===== config.mk =====
export PLATFORM = sky130hd
export DESIGN_NAME = sotc_stick
export DESIGN_NICKNAME = d
export VERILOG_FILES = /design/src/sotc_pkg.sv /design/src/sotc_div.sv /design/src/sotc_stick.sv
export SDC_FILE = /design/constraint.sdc
export NUM_CORES = 2
export LEC_CHECK = 0
export BUFFER_PORTS_ARGS = -buffer_cell sky130_fd_sc_hd__clkbuf_2
export CAP_MARGIN = 0
export CORE_MARGIN = 2
export CORE_UTILIZATION = 43
export DETAILED_ROUTE_END_ITERATION = 8
export SYNTH_ARGS = -nofsm -noshare
export SYNTH_HDL_FRONTEND = slang
export SYNTH_HIERARCHICAL = 1
export SYNTH_SLANG_ARGS = --single-unit

===== constraint.sdc =====
create_clock -name clk -period 7.7 [get_ports clk]
set_input_delay 0 -clock clk [delete_from_list [all_inputs] [get_ports clk]]
set_output_delay 0 -clock clk [all_outputs]
set_load 0.02 [all_outputs]

===== src/sotc_pkg.sv =====
// ----------------------------------------------------------------------------
// sotc_pkg
// Shared types and constants of the octagonal stick and trigger clamp.
// ----------------------------------------------------------------------------
package sotc_pkg;

    localparam int STICK_LAT = 12;
    localparam int DIV_STAGES = 8;

    localparam logic [2:0] REG_TRIGGER_FLOOR   = 3'd0;
    localparam logic [2:0] REG_TRIGGER_CEILING = 3'd1;
    localparam logic [2:0] REG_MAIN_DEADZONE   = 3'd2;
    localparam logic [2:0] REG_MAIN_RADIUS     = 3'd3;
    localparam logic [2:0] REG_MAIN_DIAGONAL   = 3'd4;
    localparam logic [2:0] REG_SUB_DEADZONE    = 3'd5;
    localparam logic [2:0] REG_SUB_RADIUS      = 3'd6;
    localparam logic [2:0] REG_SUB_DIAGONAL    = 3'd7;

    localparam logic [7:0] RST_TRIGGER_FLOOR   = 8'd30;
    localparam logic [7:0] RST_TRIGGER_CEILING = 8'd180;
    localparam logic [6:0] RST_MAIN_DEADZONE   = 7'd15;
    localparam logic [6:0] RST_MAIN_RADIUS     = 7'd72;
    localparam logic [6:0] RST_MAIN_DIAGONAL   = 7'd40;
    localparam logic [6:0] RST_SUB_DEADZONE    = 7'd15;
    localparam logic [6:0] RST_SUB_RADIUS      = 7'd59;
    localparam logic [6:0] RST_SUB_DIAGONAL    = 7'd31;

    typedef struct packed {
        logic [6:0] deadzone;
        logic [6:0] radius;
        logic [6:0] diagonal;
    } stick_cfg_t;

    typedef struct packed {
        logic        conn;
        logic        neg_x;
        logic        neg_y;
        logic        scale;
        logic [7:0]  mag_x;
        logic [7:0]  mag_y;
        logic [7:0]  raw_x;
        logic [7:0]  raw_y;
    } stick_side_t;

    typedef struct packed {
        logic        conn;
        logic        neg_x;
        logic        neg_y;
        logic [7:0]  mag_x;
        logic [7:0]  mag_y;
        logic [7:0]  raw_x;
        logic [7:0]  raw_y;
    } stick_s1_t;

    typedef struct packed {
        stick_s1_t           s1;
        logic [14:0]         major_prod;
        logic signed [16:0]  minor_prod;
        logic [13:0]         lim;
    } stick_s2_t;

endpackage


===== src/sotc_div.sv =====
// ----------------------------------------------------------------------------
// sotc_div
// Pipelined restoring divider, one quotient bit per stage. The quotient is
// known to be below 256.
// ----------------------------------------------------------------------------
module sotc_div (
    input  logic        clk,
    input  logic [20:0] num,
    input  logic [15:0] den,
    output logic [7:0]  quo
);
    import sotc_pkg::*;

    logic [20:0] rem_reg  [DIV_STAGES];
    logic [15:0] den_reg  [DIV_STAGES];
    logic [7:0]  quo_reg  [DIV_STAGES];
    logic [20:0] rem_next [DIV_STAGES];
    logic [7:0]  quo_next [DIV_STAGES];

    always_comb
    begin
        logic [20:0] r_in;
        logic [15:0] d_in;
        logic [7:0]  q_in;
        logic [22:0] sub;
        for (int k = 0; k < DIV_STAGES; k++)
        begin
            r_in = (k == 0) ? num : rem_reg[(k == 0) ? 0 : k - 1];
            d_in = (k == 0) ? den : den_reg[(k == 0) ? 0 : k - 1];
            q_in = (k == 0) ? 8'd0 : quo_reg[(k == 0) ? 0 : k - 1];
            sub = {7'd0, d_in} << (DIV_STAGES - 1 - k);
            rem_next[k] = r_in;
            quo_next[k] = q_in;
            if ({2'd0, r_in} >= sub)
            begin
                rem_next[k] = r_in - sub[20:0];
                quo_next[k][DIV_STAGES - 1 - k] = 1'b1;
            end
        end
    end

    always_ff @(posedge clk)
    begin
        for (int k = 0; k < DIV_STAGES; k++)
        begin
            rem_reg[k] <= rem_next[k];
            quo_reg[k] <= quo_next[k];
            den_reg[k] <= (k == 0) ? den : den_reg[(k == 0) ? 0 : k - 1];
        end
    end

    assign quo = quo_reg[DIV_STAGES - 1];

endmodule


===== src/sotc_stick.sv =====
// ----------------------------------------------------------------------------
// sotc_stick
// Dead zone and octagon clamp of one stick, twelve register stages.
// ----------------------------------------------------------------------------
module sotc_stick (
    input  logic                 clk,
    input  sotc_pkg::stick_cfg_t cfg,
    input  logic                 conn,
    input  logic signed [7:0]    raw_x,
    input  logic signed [7:0]    raw_y,
    output logic signed [7:0]    out_x,
    output logic signed [7:0]    out_y
);
    import sotc_pkg::*;

    stick_s1_t   s1_reg, s1_next;
    stick_s2_t   s2_reg, s2_next;
    stick_side_t s3_reg, s3_next;
    stick_side_t side_reg [DIV_STAGES];
    logic [20:0] num_x_reg, num_y_reg;
    logic [20:0] num_x_next, num_y_next;
    logic [15:0] den_reg, den_next;
    logic [7:0]  q_x, q_y;
    logic [7:0]  out_x_reg, out_y_reg;
    logic [7:0]  out_x_next, out_y_next;

    function automatic logic [7:0] dz_mag(input logic [7:0] v, input logic [6:0] dz);
        logic [7:0] m;
        m = v[7] ? (~v + 8'd1) : v;
        return (m <= {1'b0, dz}) ? 8'd0 : m - {1'b0, dz};
    endfunction

    function automatic logic [7:0] restore(input logic [7:0] m, input logic neg);
        if (neg)
            return ~m + 8'd1;
        return (m > 8'd127) ? 8'd127 : m;
    endfunction

    always_comb
    begin
        s1_next.conn  = conn;
        s1_next.neg_x = raw_x[7];
        s1_next.neg_y = raw_y[7];
        s1_next.mag_x = dz_mag(raw_x, cfg.deadzone);
        s1_next.mag_y = dz_mag(raw_y, cfg.deadzone);
        s1_next.raw_x = raw_x;
        s1_next.raw_y = raw_y;
    end

    always_comb
    begin
        logic             sel;
        logic [7:0]       major, minor;
        logic signed [7:0] rd;
        sel = (cfg.diagonal == 7'd0) || (s1_reg.mag_y <= s1_reg.mag_x);
        major = sel ? s1_reg.mag_x : s1_reg.mag_y;
        minor = sel ? s1_reg.mag_y : s1_reg.mag_x;
        rd = $signed({1'b0, cfg.radius}) - $signed({1'b0, cfg.diagonal});
        s2_next.s1 = s1_reg;
        s2_next.major_prod = cfg.diagonal * major;
        s2_next.minor_prod = $signed({1'b0, minor}) * rd;
        s2_next.lim = cfg.diagonal * cfg.radius;
    end

    always_comb
    begin
        logic signed [17:0] d;
        d = $signed({3'd0, s2_reg.major_prod}) + 18'(s2_reg.minor_prod);
        s3_next.conn  = s2_reg.s1.conn;
        s3_next.neg_x = s2_reg.s1.neg_x;
        s3_next.neg_y = s2_reg.s1.neg_y;
        s3_next.scale = $signed({4'd0, s2_reg.lim}) < d;
        s3_next.mag_x = s2_reg.s1.mag_x;
        s3_next.mag_y = s2_reg.s1.mag_y;
        s3_next.raw_x = s2_reg.s1.raw_x;
        s3_next.raw_y = s2_reg.s1.raw_y;
        den_next   = d[15:0];
        num_x_next = 21'(s2_reg.lim) * 21'(s2_reg.s1.mag_x);
        num_y_next = 21'(s2_reg.lim) * 21'(s2_reg.s1.mag_y);
    end

    sotc_div u_div_x (.clk(clk), .num(num_x_reg), .den(den_reg), .quo(q_x));
    sotc_div u_div_y (.clk(clk), .num(num_y_reg), .den(den_reg), .quo(q_y));

    always_comb
    begin
        stick_side_t s;
        s = side_reg[DIV_STAGES - 1];
        if (!s.conn)
        begin
            out_x_next = s.raw_x;
            out_y_next = s.raw_y;
        end
        else
        begin
            out_x_next = restore(s.scale ? q_x : s.mag_x, s.neg_x);
            out_y_next = restore(s.scale ? q_y : s.mag_y, s.neg_y);
        end
    end

    always_ff @(posedge clk)
    begin
        s1_reg <= s1_next;
        s2_reg <= s2_next;
        s3_reg <= s3_next;
        num_x_reg <= num_x_next;
        num_y_reg <= num_y_next;
        den_reg <= den_next;
        for (int k = 0; k < DIV_STAGES; k++)
            side_reg[k] <= (k == 0) ? s3_reg : side_reg[(k == 0) ? 0 : k - 1];
        out_x_reg <= out_x_next;
        out_y_reg <= out_y_next;
    end

    assign out_x = out_x_reg;
    assign out_y = out_y_reg;

endmodule

==> reports/qor.txt <==
first-pass GRT wire length - 181000 um
clk root buf - clkbuf_16
CTS Hold Bufs - 40
sequential fraction of the synthesis area - 41.5%
post-synth cell types - 107
fillcell total - 11.2k
Worst Path Buf+Inv - 5
Sum Neg Setup Slack - 0 ns
Post-Synth Simple-Gate Area - 11.8%
wl on met1 - 51000 um
multi-input logic area - 27800 sq um
DRT iter0 DRCs - 1943
endpoint type of the worst setup path - register
Die Span Y - 352 um
P&R area growth vs syn - 11.7%
TritonCTS buffer count - 107
Seq cells post-synth - 1082
Mapped Nets - 5949
Post-CTS Repair Setup Buffers - 0
Worst-Skew Late Latency - 0.69 ns
TritonCTS clock tree - built
Adder-Cell Fraction of Synth Area - 21.7%
hold_sp - raw_y[2]
top cells by area, synth - dfxtp_1 (41%), ha_1 (12%), fa_1 (9.6%), inv_1 (4.5%), xnor2_1 (3.1%)
antenna cells - 0
Post-Route WL - 110000 um
worst rel slew slack - 28.8%
cells resized by post-CTS repair - 0
worst-margin pin slew - 1.07 ns
standard-cell rows - 127
delay-heaviest family, CP - adder cells
Hold WS - 0.0641 ns
largest stage delay on the critical path - 0.80 ns
die area - 124000 sq um
share of the synthesized area in the top cell type - 41.5%
post-synthesis mux area share - 3.09%
antenna violations before repair - 2
CTS Sinks - 1082
Nets - 6078
Hold Path Cell Cnt - 2
largest family of logic cells by synthesized area - adder cells
Detail Placement HPWL - 85300 um
YS warnings - 6
vias in the first global route - 34.9k
largest net degree at the start of global routing - 37
DR vias - 34.6k
Slew Limit Fails - 0
Worst R2R End - s2_reg[30]$_DFF_P_
Mapped Cells - 5156
GRT overflow - 0
Synth Flop Type - dfxtp_1
status - completed
metal3 WL - 3960 um
vias per cell - 4.96
XOR/XNOR share of the synthesized area - 4.68%
Final GP Congestion - 0.875
DRC Markers - 0
most common library cells after synthesis - dfxtp_1 (1082), inv_1 (622), ha_1 (504), nand2_1 (371), nor2_1 (273)
num ports - 55
Hold Vio Cnt, Final - 0
Max Cap Violations - 0
CP Launch Type - register
Worst-path clk slew - 0.07 ns
Hold Path Sink - s1_reg[2]$_DFF_P_
Clock Path Buffers - 3
Register Area - 21700 sq um
Max Fclk - 152 MHz
WP data required - 8.30 ns
cell with the most instances after synthesis - dfxtp_1
syn_area_per_cell - 10.1 sq um
share of layout cells above drive strength 1 - 7.98%
launch point of the worst reg-to-reg path - s1_reg[25]$_SDFF_PP0_
R2R Setup Slk - 1.11 ns
critical path class - reg -> reg
Initial Util - 43.5%
Post-synth EDFFs - 0
antenna-violating nets left - 0
worst-case clock skew - 0.0367 ns
Crit-path slowest cell - mux2i_1
CP arrival - 7.18 ns
cell accounting for the most synthesized area - dfxtp_1
max FFs per register - 272
cells on worst reg2reg path - 26
Wirelength per Cell - 15.8 um
RSZ-0062 raised after global routing - false
highest routed layer - met4
Total Routing Usage GR - 17.7%
CP max FO - 8
number of port buffers - 54
routed wl met2 - 52100 um
Mapped Area - 52200 sq um
core area - 120000 sq um
drt first pass iters - 5
ys async rst share - 0%
complex-gate fraction of the synthesized area - 11.9%
H-tree depth - 3
fin area - 58300 sq um
fin crit period - 6.59 ns
worst min path class - in -> reg
Final setup viols - 0
Area after DPL - 54200 sq um
Die X - 352 um
Final period util - 85.5%
[metrics by stage]
step / utilization (%) / std cells / worst slack (ns)
global placement: 45.1 / 6748 / 1.29
floorplan: - / 5156 / 1.88
detailed placement: 45.1 / 6748 / 1.25
global route: 48.6 / 6986 / 0.602
CTS: 48.6 / 6986 / 1.14
finish: 48.6 / 6986 / 1.11
[metal layers]
| metal | up-vias | global-route usage (%) |
|---|---|---|
| met4 | 0 | 5.50 |
| met2 | 579 | 30.4 |
| met5 | - | 0 |
| met1 | 16354 | 23.2 |
| li1 | 17542 | - |
| met3 | 172 | 2.37 |
[cell usage in the layout (no fill, tap or decap), types with 92 or more instances in the layout]
master and count:
clkbuf_16 107, nor2_1 272, ha_1 504, xor2_1 92
nand2_1 371, inv_1 622, a21oi_1 239, dfxtp_1 1082
and2_1 137, a21o_1 102, fa_1 250, o21ai_0 215
xnor2_1 187
[worst max-delay path by stage]
stage                    endpoint                  start  slack, ns  cells past startpoint
2_1_floorplan  s2_reg[28]$_DFF_P_  s1_reg[25]$_SDFF_PP0_       1.88                     28
3_3_place_gp   s2_reg[28]$_DFF_P_  s1_reg[25]$_SDFF_PP0_       1.29                     30
3_5_place_dp   s2_reg[30]$_DFF_P_  s1_reg[25]$_SDFF_PP0_       1.25                     30
4_1_cts        s2_reg[30]$_DFF_P_  s1_reg[25]$_SDFF_PP0_       1.14                     26
5_1_grt        s2_reg[30]$_DFF_P_  s1_reg[25]$_SDFF_PP0_       0.60                     30
6_report       s2_reg[30]$_DFF_P_  s1_reg[25]$_SDFF_PP0_       1.11                     26
[logic make-up after synthesis]
kind of cell	Yosys count
AND/OR/NAND/NOR	1236
flip-flops	1082
AO/OA/AOI/OAI	939
adder cells (fa/ha/maj)	754
buffers and inverters	721
XOR/XNOR	279
multiplexers	145
[area by class of cell]
class	instances	area share (%)
clock buffers	140	5.11
clock inverters	58	1.26
inverters	627	4.04
multi-input cells	3353	47.6
flip-flops and latches	1082	37.1
well taps	1612	3.46
repair buffers	114	1.41
Power is left out: the tool's default activity adds up to more than one toggle a clock period on the data nets, which glitch-free logic cannot reach.
